===== config.mk =====
export PLATFORM = sky130hd
export DESIGN_NAME = phase_shaped_fold_oscillator
export DESIGN_NICKNAME = d
export VERILOG_FILES = /design/src/design/psfo_pkg.sv /design/src/design/psfo_div.sv /design/src/design/psfo_dp.sv /design/src/design/psfo_ctrl.sv /design/src/design/phase_shaped_fold_oscillator.sv
export SDC_FILE = /design/constraint.sdc
export NUM_CORES = 2
export LEC_CHECK = 0
export BUFFER_PORTS_ARGS = -buffer_cell sky130_fd_sc_hd__clkbuf_2
export CAP_MARGIN = 20
export CORE_ASPECT_RATIO = 1.5
export CORE_MARGIN = 2
export CORE_UTILIZATION = 55
export CTS_BUF_LIST = sky130_fd_sc_hd__clkbuf_4
export CTS_CLUSTER_SIZE = 30
export DETAILED_ROUTE_END_ITERATION = 12
export PLACE_DENSITY_LB_ADDON = 0.3
export SYNTH_ARGS = -nofsm -noshare
export SYNTH_HDL_FRONTEND = slang
export SYNTH_HIERARCHICAL = 1
export SYNTH_SLANG_ARGS = --single-unit
export TNS_END_PERCENT = 1

===== constraint.sdc =====
create_clock -name clk -period 11.9 [get_ports clk]
set_input_delay 2.38 -clock clk [delete_from_list [all_inputs] [get_ports clk]]
set_output_delay 2.38 -clock clk [all_outputs]
set_load 0.005 [all_outputs]

===== src/design/psfo_pkg.sv =====
// shared types and constants of the phase shaped fold oscillator
// fixed point constants are Q.28 integers; no dependencies
package psfo_pkg;

	localparam int FRAC = 28;
	localparam int DIV_QBITS = 32;

	localparam logic signed [31:0] ONE = 32'sd268435456;
	localparam logic signed [31:0] PAD_C1 = 32'sd1686629713;
	localparam logic signed [35:0] PAD_C3 = 36'sd8911691981;
	localparam logic signed [35:0] PAD_C5 = 36'sd8708559890;
	localparam logic signed [35:0] PAD_D2 = 36'sd347894675;
	localparam logic signed [35:0] PAD_D4 = 36'sd188658397;
	localparam logic signed [31:0] K049 = 32'sd131533373;
	localparam logic signed [30:0] K051 = 31'sd136902083;
	localparam logic signed [31:0] A999 = 32'sd268167021;
	localparam logic signed [31:0] FOLD_SLOPE = 32'sd9110627;
	localparam logic [31:0] FOLD_BASE = 32'd1065353217;
	localparam logic [30:0] BENT_MAX = 31'h7FFFFFFF;

	typedef enum logic [4:0] {
		OP_CODE, OP_X2, OP_X3, OP_X4, OP_X5, OP_T1, OP_T3, OP_T5, OP_E1, OP_E2,
		OP_DIV1, OP_S, OP_A, OP_N2, OP_E3, OP_DIV2, OP_F, OP_V, OP_OUT
	} op_t;

	typedef struct packed {
		logic load;
		logic mul_en;
		logic wb_en;
		logic div_start;
		logic div_wb;
		logic out_load;
		op_t  op;
	} ctrl_cmd_t;

	typedef struct packed {
		logic div_done;
	} ctrl_sts_t;

endpackage


===== src/design/psfo_div.sv =====
// unsigned restoring divider, two quotient bits per cycle
// quotient of num * 2^28 / den; needs num < 16 * den; uses psfo_pkg
module psfo_div import psfo_pkg::*; (
	input  logic        clk,
	input  logic        arst_n,
	input  logic        start,
	input  logic [35:0] num,
	input  logic [31:0] den,
	output logic        done,
	output logic [31:0] quo
);

	localparam int STEPS = DIV_QBITS / 2;
	localparam int CW = $clog2(STEPS);

	logic [31:0] rem_q, quo_q, den_q;
	logic [CW-1:0] cnt_q;
	logic busy_q, done_q;
	logic [31:0] r1, r2;
	logic q1, q2;

	function automatic logic [32:0] dstep(input logic [31:0] r, input logic b,
			input logic [31:0] v);
		logic [32:0] t;
		t = {r, b};
		if (t >= {1'b0, v})
			return {t[31:0] - v, 1'b1};
		return {t[31:0], 1'b0};
	endfunction

	always_comb begin
		{r1, q1} = dstep(rem_q, quo_q[31], den_q);
		{r2, q2} = dstep(r1, quo_q[30], den_q);
	end

	always_ff @(posedge clk or negedge arst_n) begin
		if (!arst_n) begin
			busy_q <= 1'b0;
			done_q <= 1'b0;
			cnt_q <= '0;
		end else begin
			done_q <= busy_q && (cnt_q == CW'(STEPS - 1));
			if (start) begin
				busy_q <= 1'b1;
				cnt_q <= '0;
			end else if (busy_q) begin
				cnt_q <= cnt_q + 1'b1;
				if (cnt_q == CW'(STEPS - 1))
					busy_q <= 1'b0;
			end
		end
	end

	always_ff @(posedge clk) begin
		if (start) begin
			rem_q <= num[35:4];
			quo_q <= {num[3:0], 28'd0};
			den_q <= den;
		end else if (busy_q) begin
			rem_q <= r2;
			quo_q <= {quo_q[29:0], q1, q2};
		end
	end

	assign done = done_q;
	assign quo = quo_q;

	a_start_idle: assert property (@(posedge clk) disable iff (!arst_n)
		start |-> !busy_q) else $error("divider started while busy");
	a_done_after_busy: assert property (@(posedge clk) disable iff (!arst_n)
		done_q |-> !busy_q && $past(busy_q)) else $error("divider done without run");
	a_busy_from_start: assert property (@(posedge clk) disable iff (!arst_n)
		$rose(busy_q) |-> $past(start)) else $error("divider busy without start");

endmodule


===== src/design/psfo_dp.sv =====
// datapath: phase accumulator, shared multiplier, divider and output register
// driven by psfo_ctrl commands; uses psfo_pkg and psfo_div
module psfo_dp import psfo_pkg::*; #(
	parameter int PHASE_BITS = 32,
	parameter int SAMPLE_BITS = 16
) (
	input  logic                          clk,
	input  logic                          arst_n,
	input  ctrl_cmd_t                     cmd,
	output ctrl_sts_t                     sts,
	input  logic [30:0]                   phase_step,
	input  logic [15:0]                   bend_amount,
	input  logic [15:0]                   fold_exponent,
	output logic signed [SAMPLE_BITS-1:0] sample
);

	localparam int RSH = FRAC + 1 - SAMPLE_BITS;
	localparam int RW = 30 - RSH;

	logic [PHASE_BITS-1:0] phase_q;
	logic [15:0] bend_q, fexp_q;
	logic [FRAC+PHASE_BITS-1:0] pext;
	logic [FRAC-1:0] p;
	logic signed [27:0] x, x2_q, x3_q, x4_q, x5_q, d;
	logic signed [33:0] num_q;
	logic signed [31:0] den_q;
	logic signed [32:0] pade_q;
	logic signed [30:0] s_q, den2_q;
	logic [27:0] a_q, f_q;
	logic signed [29:0] num2_q, v_q;
	logic [30:0] bent_q;
	logic [3:0] e_q;
	logic [22:0] m_q;
	logic num_neg_q, sat_q;
	logic signed [35:0] ma;
	logic signed [31:0] mb;
	logic signed [67:0] prod_s1, sh;
	logic [31:0] code;
	logic [70:0] fsh;
	logic [33:0] num_mag;
	logic [31:0] den_c, den2_c;
	logic [35:0] div_num;
	logic [31:0] div_den, quo;
	logic div_done;
	logic signed [28:0] d_w;
	logic signed [RW-1:0] r;
	logic signed [SAMPLE_BITS-1:0] sample_q;

	assign pext = {phase_q, FRAC'(0)};
	assign p = pext[FRAC+PHASE_BITS-1 -: FRAC];
	assign x = $signed({~p[FRAC-1], p[FRAC-2:0]});
	assign d_w = f_q[27] ? $signed({1'b0, f_q}) - 29'sd201326592
		: $signed({1'b0, f_q}) - 29'sd67108864;
	assign d = 28'(d_w);

	always_comb begin
		ma = '0;
		mb = '0;
		case (cmd.op)
			OP_CODE: begin ma = $signed({20'd0, fexp_q}); mb = FOLD_SLOPE; end
			OP_X2: begin ma = 36'(x); mb = 32'(x); end
			OP_X3: begin ma = 36'(x2_q); mb = 32'(x); end
			OP_X4: begin ma = 36'(x2_q); mb = 32'(x2_q); end
			OP_X5: begin ma = 36'(x2_q); mb = 32'(x3_q); end
			OP_T1: begin ma = 36'(x); mb = PAD_C1; end
			OP_T3: begin ma = PAD_C3; mb = 32'(x3_q); end
			OP_T5: begin ma = PAD_C5; mb = 32'(x5_q); end
			OP_E1: begin ma = PAD_D2; mb = 32'(x2_q); end
			OP_E2: begin ma = PAD_D4; mb = 32'(x4_q); end
			OP_S: begin ma = 36'(pade_q); mb = K049; end
			OP_A: begin ma = $signed({20'd0, bend_q}); mb = A999; end
			OP_N2: begin ma = 36'(s_q); mb = ONE - $signed({4'd0, a_q}); end
			OP_E3: begin
				ma = 36'(ONE) - (36'(s_q) <<< 1);
				mb = $signed({4'd0, a_q});
			end
			OP_F: begin ma = $signed({12'd0, 1'b1, m_q}); mb = $signed({1'b0, bent_q}); end
			OP_V: begin ma = 36'(d); mb = 32'(d); end
			default: begin ma = '0; mb = '0; end
		endcase
	end

	assign sh = prod_s1 >>> FRAC;
	assign code = prod_s1[44:13] + FOLD_BASE;
	assign fsh = {16'd0, prod_s1[54:0]} << e_q;
	assign num_mag = num_q[33] ? 34'(-num_q) : 34'(num_q);
	assign den_c = (den_q < 32'sd1) ? 32'd1 : den_q;
	assign den2_c = (den2_q < 31'sd1) ? 32'd1 : {1'b0, den2_q};

	always_comb begin
		if (cmd.op == OP_DIV1) begin
			div_num = {2'd0, num_mag};
			div_den = den_c;
		end else begin
			div_num = {6'd0, num2_q};
			div_den = den2_c;
		end
	end

	psfo_div u_div (
		.clk   (clk),
		.arst_n(arst_n),
		.start (cmd.div_start),
		.num   (div_num),
		.den   (div_den),
		.done  (div_done),
		.quo   (quo)
	);

	assign sts.div_done = div_done;

	always_ff @(posedge clk or negedge arst_n) begin
		if (!arst_n) begin
			phase_q <= '0;
		end else if (cmd.load) begin
			phase_q <= phase_q + PHASE_BITS'({{PHASE_BITS{1'b0}}, phase_step});
		end
	end

	always_comb begin
		r = RW'(v_q >>> RSH);
		if (r > RW'((1 << (SAMPLE_BITS - 1)) - 1))
			r = RW'((1 << (SAMPLE_BITS - 1)) - 1);
	end

	always_ff @(posedge clk) begin
		if (cmd.load) begin
			bend_q <= bend_amount;
			fexp_q <= fold_exponent;
		end
		if (cmd.mul_en)
			prod_s1 <= ma * mb;
		if (cmd.wb_en) begin
			case (cmd.op)
				OP_CODE: begin e_q <= code[26:23] + 4'd1; m_q <= code[22:0]; end
				OP_X2: x2_q <= 28'(sh);
				OP_X3: x3_q <= 28'(sh);
				OP_X4: x4_q <= 28'(sh);
				OP_X5: x5_q <= 28'(sh);
				OP_T1: num_q <= -34'(sh);
				OP_T3: num_q <= num_q + 34'(sh);
				OP_T5: num_q <= num_q - 34'(sh);
				OP_E1: den_q <= ONE + 32'(sh);
				OP_E2: den_q <= den_q + 32'(sh);
				OP_S: s_q <= 31'(sh) + K051;
				OP_A: a_q <= prod_s1[43:16];
				OP_N2: num2_q <= (sh < 0) ? 30'sd0 : 30'(sh);
				OP_E3: den2_q <= 31'(ONE) + 31'(sh);
				OP_F: f_q <= fsh[50:23];
				OP_V: v_q <= f_q[27] ? 30'(prod_s1[52:24]) - 30'(ONE)
					: 30'(ONE) - 30'(prod_s1[52:24]);
				default: ;
			endcase
		end
		if (cmd.div_start) begin
			num_neg_q <= num_q[33];
			sat_q <= {4'd0, num2_q} >= {den2_c[30:0], 3'd0};
		end
		if (cmd.div_wb) begin
			if (cmd.op == OP_DIV1)
				pade_q <= num_neg_q ? -$signed({1'b0, quo}) : $signed({1'b0, quo});
			else
				bent_q <= sat_q ? BENT_MAX : quo[30:0];
		end
		if (cmd.out_load)
			sample_q <= SAMPLE_BITS'(r);
	end

	assign sample = sample_q;

endmodule


===== src/design/psfo_ctrl.sv =====
// controller: walks the operation sequence and runs both handshakes
// drives psfo_dp through ctrl_cmd_t; uses psfo_pkg
module psfo_ctrl import psfo_pkg::*; (
	input  logic      clk,
	input  logic      arst_n,
	input  logic      in_valid,
	output logic      in_stall,
	output logic      out_valid,
	input  logic      out_stall,
	input  ctrl_sts_t sts,
	output ctrl_cmd_t cmd
);

	typedef enum logic [5:0] {
		ST_IDLE   = 6'b000001,
		ST_ISSUE  = 6'b000010,
		ST_WB     = 6'b000100,
		ST_DSTART = 6'b001000,
		ST_DWAIT  = 6'b010000,
		ST_OUT    = 6'b100000
	} state_t;

	state_t state_q, state_d;
	op_t op_q, op_d, op_nx;
	logic out_valid_q;
	logic can_load;

	assign op_nx = op_t'(op_q + 5'd1);
	assign can_load = !out_valid_q || !out_stall;

	always_comb begin
		state_d = state_q;
		op_d = op_q;
		cmd = '0;
		cmd.op = op_q;
		unique case (state_q)
			ST_IDLE: begin
				if (in_valid) begin
					cmd.load = 1'b1;
					op_d = OP_CODE;
					state_d = ST_ISSUE;
				end
			end
			ST_ISSUE: begin
				cmd.mul_en = 1'b1;
				state_d = ST_WB;
			end
			ST_WB: begin
				cmd.wb_en = 1'b1;
				op_d = op_nx;
				if (op_nx == OP_DIV1 || op_nx == OP_DIV2)
					state_d = ST_DSTART;
				else if (op_nx == OP_OUT)
					state_d = ST_OUT;
				else
					state_d = ST_ISSUE;
			end
			ST_DSTART: begin
				cmd.div_start = 1'b1;
				state_d = ST_DWAIT;
			end
			ST_DWAIT: begin
				if (sts.div_done) begin
					cmd.div_wb = 1'b1;
					op_d = op_nx;
					state_d = ST_ISSUE;
				end
			end
			ST_OUT: begin
				if (can_load) begin
					cmd.out_load = 1'b1;
					state_d = ST_IDLE;
				end
			end
			default: state_d = ST_IDLE;
		endcase
	end

	always_ff @(posedge clk or negedge arst_n) begin
		if (!arst_n) begin
			state_q <= ST_IDLE;
			op_q <= OP_CODE;
			out_valid_q <= 1'b0;
		end else begin
			state_q <= state_d;
			op_q <= op_d;
			if (cmd.out_load)
				out_valid_q <= 1'b1;
			else if (!out_stall)
				out_valid_q <= 1'b0;
		end
	end

	assign in_stall = (state_q != ST_IDLE);
	assign out_valid = out_valid_q;

endmodule


===== src/design/phase_shaped_fold_oscillator.sv =====
// channel | signals                                         | transfer when
// in      | in_valid, in_stall, phase_step, bend_amount,    | in_valid && !in_stall
//         | fold_exponent                                   |
// out     | out_valid, out_stall, sample                    | out_valid && !out_stall
// one item takes the input transfer, 16 multiplies on the shared multiplier (an issue state and a
// write-back state each), two divides on the divider and the output load
// the next item is taken as soon as the result is in the output register
// reset clears the phase accumulator and all handshake state
// a stalled output holds the block after the next item is computed
module phase_shaped_fold_oscillator import psfo_pkg::*; #(
	parameter int PHASE_BITS = 32,
	parameter int SAMPLE_BITS = 16
) (
	input  logic                          clk,
	input  logic                          arst_n,
	input  logic                          in_valid,
	output logic                          in_stall,
	input  logic [30:0]                   phase_step,
	input  logic [15:0]                   bend_amount,
	input  logic [15:0]                   fold_exponent,
	output logic                          out_valid,
	input  logic                          out_stall,
	output logic signed [SAMPLE_BITS-1:0] sample
);

	ctrl_cmd_t cmd;
	ctrl_sts_t sts;

	psfo_ctrl u_ctrl (
		.clk      (clk),
		.arst_n   (arst_n),
		.in_valid (in_valid),
		.in_stall (in_stall),
		.out_valid(out_valid),
		.out_stall(out_stall),
		.sts      (sts),
		.cmd      (cmd)
	);

	psfo_dp #(
		.PHASE_BITS (PHASE_BITS),
		.SAMPLE_BITS(SAMPLE_BITS)
	) u_dp (
		.clk          (clk),
		.arst_n       (arst_n),
		.cmd          (cmd),
		.sts          (sts),
		.phase_step   (phase_step),
		.bend_amount  (bend_amount),
		.fold_exponent(fold_exponent),
		.sample       (sample)
	);

	a_busy_after_take: assert property (@(posedge clk) disable iff (!arst_n)
		in_valid && !in_stall |=> in_stall) else $error("idle right after input transfer");
	a_result_from_busy: assert property (@(posedge clk) disable iff (!arst_n)
		$rose(out_valid) |-> $past(in_stall)) else $error("result without work");
	a_idle_after_result: assert property (@(posedge clk) disable iff (!arst_n)
		$fell(in_stall) |-> out_valid) else $error("returned idle without result");

endmodule


After elaboration in Yosys (flattened, before gate mapping)
Index checks and enable logic that the tools add are counted.
- ROM bits: 0
- bits in registers: 711
- memory bits (writable): 0
- latch bits: 0
- memories kept: 0
- bits of input ports: 67
- div/mod/pow operators: 0
- multipliers: 1
- multiplexer cells: 47
- $add $sub $neg: 22
- bitwise operators: 2
- shifts and indexed selects: 1
- reduce and logical (&&, ||, !) cells: 32
- equality and inequality tests: 31
- $lt $le $gt $ge: 7
- operator list (operator ; number):
    36-bit one-hot mux with 13 select lines ; 1
    32-bit one-hot mux with 13 select lines ; 1
    32-bit 2-to-1 mux ; 7
    33-bit 2-to-1 mux ; 4
    34-bit one-hot mux with 3 select lines ; 1
    36-bit by 32-bit multiplier with 68-bit output ; 1
    34-bit 2-to-1 mux ; 2
    34-bit negation ; 2
    33-bit by 32-bit >= comparator with 1-bit output ; 2
    32-bit one-hot mux with 2 select lines ; 1
    32-bit subtractor ; 2
    55-bit by 4-bit left shift with 51-bit output ; 1
    5-bit by 4-bit == test with 1-bit output (second input constant) ; 9
    40-bit by 1-bit less-than comparator with 1-bit output (second input constant) ; 1
    6-bit one-hot mux with 6 select lines ; 1
    34-bit adder ; 1
    30-bit by 34-bit >= comparator with 1-bit output ; 1
    34-bit subtractor ; 1
    32-bit negation with 33-bit output ; 1
    30-bit by 32-bit subtractor with 33-bit output (first input constant) ; 1
    30-bit by 32-bit adder with 32-bit output (first input constant) ; 1
    32-bit by 31-bit adder with 32-bit output ; 1
    32-bit adder ; 1
    32-bit by 2-bit less-than comparator with 1-bit output (second input constant) ; 1
    other kinds (45) ; 98

Logic depth before layout (Yosys ltp)
- depth in word-level cells: 8
- mapped depth: 43
- depth with buffers taken out: 41

Modules after synthesis
Netlist, hierarchy kept.
- by module, submodules not included (module ; area each (µm²) ; times used ; cells each ; seq. area each (µm²)):
    psfo_dp ; 71996.6 ; 1 ; 7399 ; 16986.3
    psfo_div ; 8295.5 ; 1 ; 900 ; 2752.6
    psfo_ctrl ; 847.1 ; 1 ; 93 ; 301.5

Least setup slack after synthesis
OpenSTA, ideal clock, no wires.
- path type: register -> register
- start: register u_dp.s_q[10]
- end: register u_dp.prod_s1[67] (data pin)
- cell stages (with the launch flop): 39
- required time: 11.637 ns
- data arrival time: 10.629 ns
- setup slack: 1.008 ns
- path through: edfxtp_1 or3_1 or3_1 or3_1 or3_1 nor2_1 nand3_1 and2_1 nor3_1 o31a_1 clkbuf_1 clkbuf_1 nor2_1 fa_1 inv_1 fa_1 fa_1 inv_1 [... 3 more ...] fa_1 fa_1 fa_1 inv_1 ha_1 clkbuf_1 inv_1 o21bai_1 a21o_1 a21oi_1 nor2b_1 o21ai_0 nand2b_1 a21oi_1 or3b_2 a21oi_1 o41ai_2 xnor2_1
- word-level cells in the longest chain between the ends: 3
- ends and longest elaborated chain (what ; RTL line ; source):
    start: declaration ; psfo_dp.sv:28 ; logic signed [30:0] s_q, den2_q;
    start signal: assignment ; psfo_dp.sv:145 ; OP_S: s_q <= 31'(sh) + K051;
    30-bit by 32-bit subtractor with 33-bit output ; psfo_dp.sv:74 ; ma = 36'(ONE) - (36'(s_q) <<< 1);
    36-bit one-hot mux with 13 select lines (*) ; psfo_dp.sv:59 ; case (cmd.op)
    36-bit by 32-bit multiplier with 68-bit output (*) ; psfo_dp.sv:132 ; prod_s1 <= ma * mb;
    end signal: assignment ; psfo_dp.sv:132 ;
    end: declaration ; psfo_dp.sv:37 ; logic signed [67:0] prod_s1, sh;
Mark *: on every way between the ends. The rest lies on a longest branch, timed or not.
A chain may end at the register's enable or synchronous reset.

Worst setup path after layout
- start: register u_dp.s_q[0]
- end: register u_dp.prod_s1[67] (data pin)
Same word-level chain as after synthesis.

==> flow_results.xml <==
<?xml version="1.0" encoding="UTF-8"?>
<metrics>
  <group name="run_status">
    <metric name="run_status" unit="">finished clean</metric>
  </group>
  <group name="floorplan">
    <metric name="floorplan.core_area" unit="mm^2">0.1466</metric>
    <metric name="placement_row_count" unit="">172</metric>
    <metric name="die_area" unit="mm^2">0.1507</metric>
    <metric name="design.portCount" unit="">85</metric>
    <metric name="floorplan.die.width" unit="um">317.6</metric>
    <metric name="die_y" unit="um">474.4</metric>
    <metric name="initial_core_utilization" unit="%">55.36</metric>
  </group>
  <group name="worst_setup_path">
    <metric name="cp_num_buf_inv" unit="">4</metric>
    <metric name="critical_path.most_common_cell" unit="">fa_1</metric>
    <metric name="timing.critical_path.arrival" unit="ns">12.43</metric>
    <metric name="critPathRequiredTime" unit="ns">12.73</metric>
    <metric name="crit_path_max_fanout" unit="">14</metric>
    <metric name="crit_start" unit="">u_dp/s_q[0]</metric>
    <metric name="setup_slack_on_the_worst_flop_to_flop_path" unit="ns">0.30</metric>
    <metric name="timing.critical_path.from_type" unit="">register</metric>
    <metric name="end_kind" unit="">register</metric>
    <metric name="setup.worst_path.class" unit="">reg2reg</metric>
    <metric name="crit-reg2reg-launch" unit="">u_dp/s_q[0]</metric>
    <metric name="critical_path.slowest_cell" unit="">fa_1</metric>
    <metric name="critical-path-top-delay-family" unit="">adder cells</metric>
    <metric name="largest_incremental_delay_on_the_critical_path" unit="ns">0.70</metric>
  </group>
  <group name="power">
    <metric name="static-leakage-power" unit="nW">39.39</metric>
    <metric name="internal_power_of_the_cells" unit="mW">3.645</metric>
    <metric name="swShare" unit="%">24.19</metric>
    <metric name="pwr-share-seq" unit="%">53.7</metric>
    <metric name="combPwrFrac" unit="%">2.0</metric>
    <metric name="irDropWorstVdd" unit="V">0.00006797</metric>
    <metric name="p_sw" unit="mW">1.163</metric>
    <metric name="power_density" unit="mW/mm^2">54.97</metric>
    <metric name="clock_power_share" unit="%">44.2</metric>
    <metric name="report.power.total" unit="mW">4.808</metric>
  </group>
  <group name="detailed_routing">
    <metric name="overall_routed_net_length" unit="um">296300</metric>
    <metric name="detail_route.wl_per_cell" unit="um">27.96</metric>
    <metric name="drt-initial-drc-count" unit="">7379</metric>
    <metric name="num_vias" unit="">66224</metric>
    <metric name="ant_nets" unit="">0</metric>
    <metric name="dr.pass1.iters" unit="">8</metric>
    <metric name="vias_per_cell" unit="">6.250</metric>
    <metric name="route.detailed.drc" unit="">0</metric>
  </group>
  <group name="clocking">
    <metric name="cts.htree.levels" unit="">4</metric>
    <metric name="tritoncts" unit="">done</metric>
    <metric name="postCtsSetupRepairBufs" unit="">0</metric>
    <metric name="clock-sinks" unit="">685</metric>
    <metric name="root_buffer" unit="">clkbuf_4</metric>
    <metric name="worst_skew_pair.late_latency" unit="ns">1.21</metric>
    <metric name="clock_path_buffers" unit="">3</metric>
    <metric name="cts_made_buffers" unit="">177</metric>
    <metric name="post_cts_resize_count" unit="">0</metric>
    <metric name="clk_transition_reported_paths" unit="ns">0.07</metric>
    <metric name="cts_hold_buffers_added" unit="">0</metric>
  </group>
  <group name="layout">
    <metric name="area.growth.synth_to_final" unit="%">7.789</metric>
    <metric name="final_layout_size_suffix_gt1_share" unit="%">10.83</metric>
    <metric name="fin_nets" unit="">10171</metric>
    <metric name="fin_util" unit="%">59.68</metric>
  </group>
  <group name="global_route">
    <metric name="grt_max_degree" unit="">80</metric>
    <metric name="antenna_violations_before_repair" unit="">8</metric>
    <metric name="grt_remaining_overflow" unit="">0</metric>
    <metric name="grt_pass1_wl" unit="um">434800</metric>
    <metric name="grt_usage" unit="%">39.51</metric>
    <metric name="first_global_vias" unit="">69115</metric>
  </group>
  <group name="logic_synthesis">
    <metric name="syn-instance-count" unit="">8392</metric>
    <metric name="synth-seq-cells" unit="">685</metric>
    <metric name="ys_types" unit="">124</metric>
    <metric name="synth_edf_count" unit="">607</metric>
    <metric name="asyncSetResetFlopFracSynth" unit="%">7.299</metric>
    <metric name="largest_cells_by_area_after_synthesis" unit="">fa_1 (29%), edfxtp_1 (22%), inv_1 (6.1%)</metric>
    <metric name="synth_seq_area_share" unit="%">24.70</metric>
    <metric name="most_used_standard_cell_by_instance_count_after_synthesis" unit="">inv_1</metric>
    <metric name="synth_top_cells_by_count" unit="">inv_1 (1319), fa_1 (1184), nor2_1 (929), nand2_1 (841), edfxtp_1 (607)</metric>
    <metric name="yosysTopAreaCell" unit="">fa_1</metric>
    <metric name="synth_ff_type" unit="">edfxtp_1</metric>
    <metric name="synth.top_cell.area_share" unit="%">29.21</metric>
    <metric name="post_synth_instance_area" unit="mm^2">0.08114</metric>
    <metric name="warnings_synthesis" unit="">6</metric>
    <metric name="post_synth.cell_area_avg" unit="um^2">9.669</metric>
  </group>
  <group name="sta">
    <metric name="finalWorstSetupSlack" unit="ns">0.2963</metric>
    <metric name="timing.setup.tns" unit="ns">0</metric>
    <metric name="max-slew-margin-rel" unit="%">19.14</metric>
    <metric name="rsz_0062_raised_after_global_routing" unit="">false</metric>
    <metric name="fmaxAchievable" unit="MHz">86.18</metric>
    <metric name="worst-slew-pin-transition" unit="ns">1.208</metric>
    <metric name="final-max-slew-violation-count" unit="">0</metric>
    <metric name="finalCriticalPeriod" unit="ns">11.60</metric>
    <metric name="portion_of_the_clock_cycle_consumed_by_the_worst_path_in_the_final_layout" unit="%">97.51</metric>
    <metric name="clock-skew-final" unit="ns">0.1178</metric>
    <metric name="setup-violations-final" unit="">0</metric>
    <metric name="whs" unit="ns">0.4881</metric>
    <metric name="final-hold-violation-count" unit="">0</metric>
  </group>
  <group name="placement">
    <metric name="dp_hpwl" unit="um">232400</metric>
    <metric name="port-buffer-count" unit="">84</metric>
    <metric name="detailedPlace.worstSlack" unit="ns">0.2517</metric>
    <metric name="gp_congestion" unit="">1.062</metric>
  </group>
  <group name="worst_hold_path">
    <metric name="holdCritStartpoint" unit="">u_dp/v_q[14]</metric>
    <metric name="timing.hold.worst.class" unit="">reg2reg</metric>
  </group>
  <group name="flow_run">
    <metric name="max_cap_viol_count" unit="">0</metric>
  </group>
</metrics>
## cell families (layout without fill, tap and decap cells)
| kind of cell | Yosys count | in the layout | synth area share (%) |
|---|---|---|---|
| AO/OA/AOI/OAI | 1199 | 1199 | 10.10 |
| XOR/XNOR | 422 | 422 | 4.555 |
| adder cells (fa/ha/maj) | 1573 | 1573 | 35.21 |
| buffers and inverters | 1741 | 2020 | 8.153 |
| flip-flops | 685 | 685 | 24.70 |
| multiplexers | 169 | 169 | 2.674 |
| other | 1 | 12 | 0.004622 |
| AND/OR/NAND/NOR | 2602 | 2602 | 14.60 |
## layer usage
layer | up-vias | global-route usage, % | share of wire [%]
li1 | 27819 | - | -
met3 | 1257 | 8.869 | 10
met4 | 2 | 31.40 | 9.8
met5 | - | 0 | 0.0024
met1 | 32992 | 44.43 | 33
met2 | 4154 | 65.16 | 47
## sequential cells by signal, indices dropped and copies added (netlist names), 31 cells and up
signal	count
u_dp/bent_q	31
u_dp/den2_q	31
u_dp/den_q	32
u_dp/num_q	34
u_dp/pade_q	33
u_dp/phase_q	32
u_dp/prod_s1	55
u_dp/s_q	31
u_dp/u_div/den_q	32
u_dp/u_div/quo	32
u_dp/u_div/rem_q	32
## final timing paths
kind,end,depth (start not counted)
worst max-delay path,u_dp/prod_s1[67],34
min in group asynchronous,u_ctrl/op_q[4],2
max in group asynchronous,u_dp/u_div/busy_q,2
worst min register to register,u_dp/sample[1],1
worst min-delay path,u_dp/sample[1],1
worst max register to register,u_dp/prod_s1[67],34
## placed cells by master, fill, tap and decap left out, types with 114 or more instances in the layout
master,instances
a21oi_1,263
buf_4,273
clkbuf_4,256
edfxtp_1,607
fa_1,1184
ha_1,389
inv_1,1319
nand2_1,838
nand2b_1,114
nand3_1,120
nor2_1,927
o21ai_0,269
xnor2_1,254
xor2_1,168
## metrics by stage
stage | std cells | cell area [um^2]
finish | 10596 | 87460
CTS | 10583 | 87390
floorplan | 8393 | 81140
global route | 10593 | 87450
detailed placement | 10263 | 85120
global placement | 10261 | 85090
## final cells by class
class / instances / area, um^2
fillers: 12648 / 59100
multi-input cells: 5967 / 54930
flip-flops and latches: 685 / 20040
inverters: 1324 / 4970
repair buffers: 376 / 2829
well taps: 1914 / 2395
clock buffers: 255 / 1914
clock inverters: 65 / 355.3
diodes: 10 / 25.02
## power groups by stage
stage	combinational, mW	sequential (mW)	clock [mW]
2_1_floorplan	0.0638	2.64	0
3_3_place_gp	0.0962	2.64	0
3_5_place_dp	0.0971	2.64	0
4_1_cts	0.0977	2.58	2.17
5_1_grt	0.107	2.58	2.27
6_report	0.0985	2.58	2.13
Power figures use the tool's default switching activity.
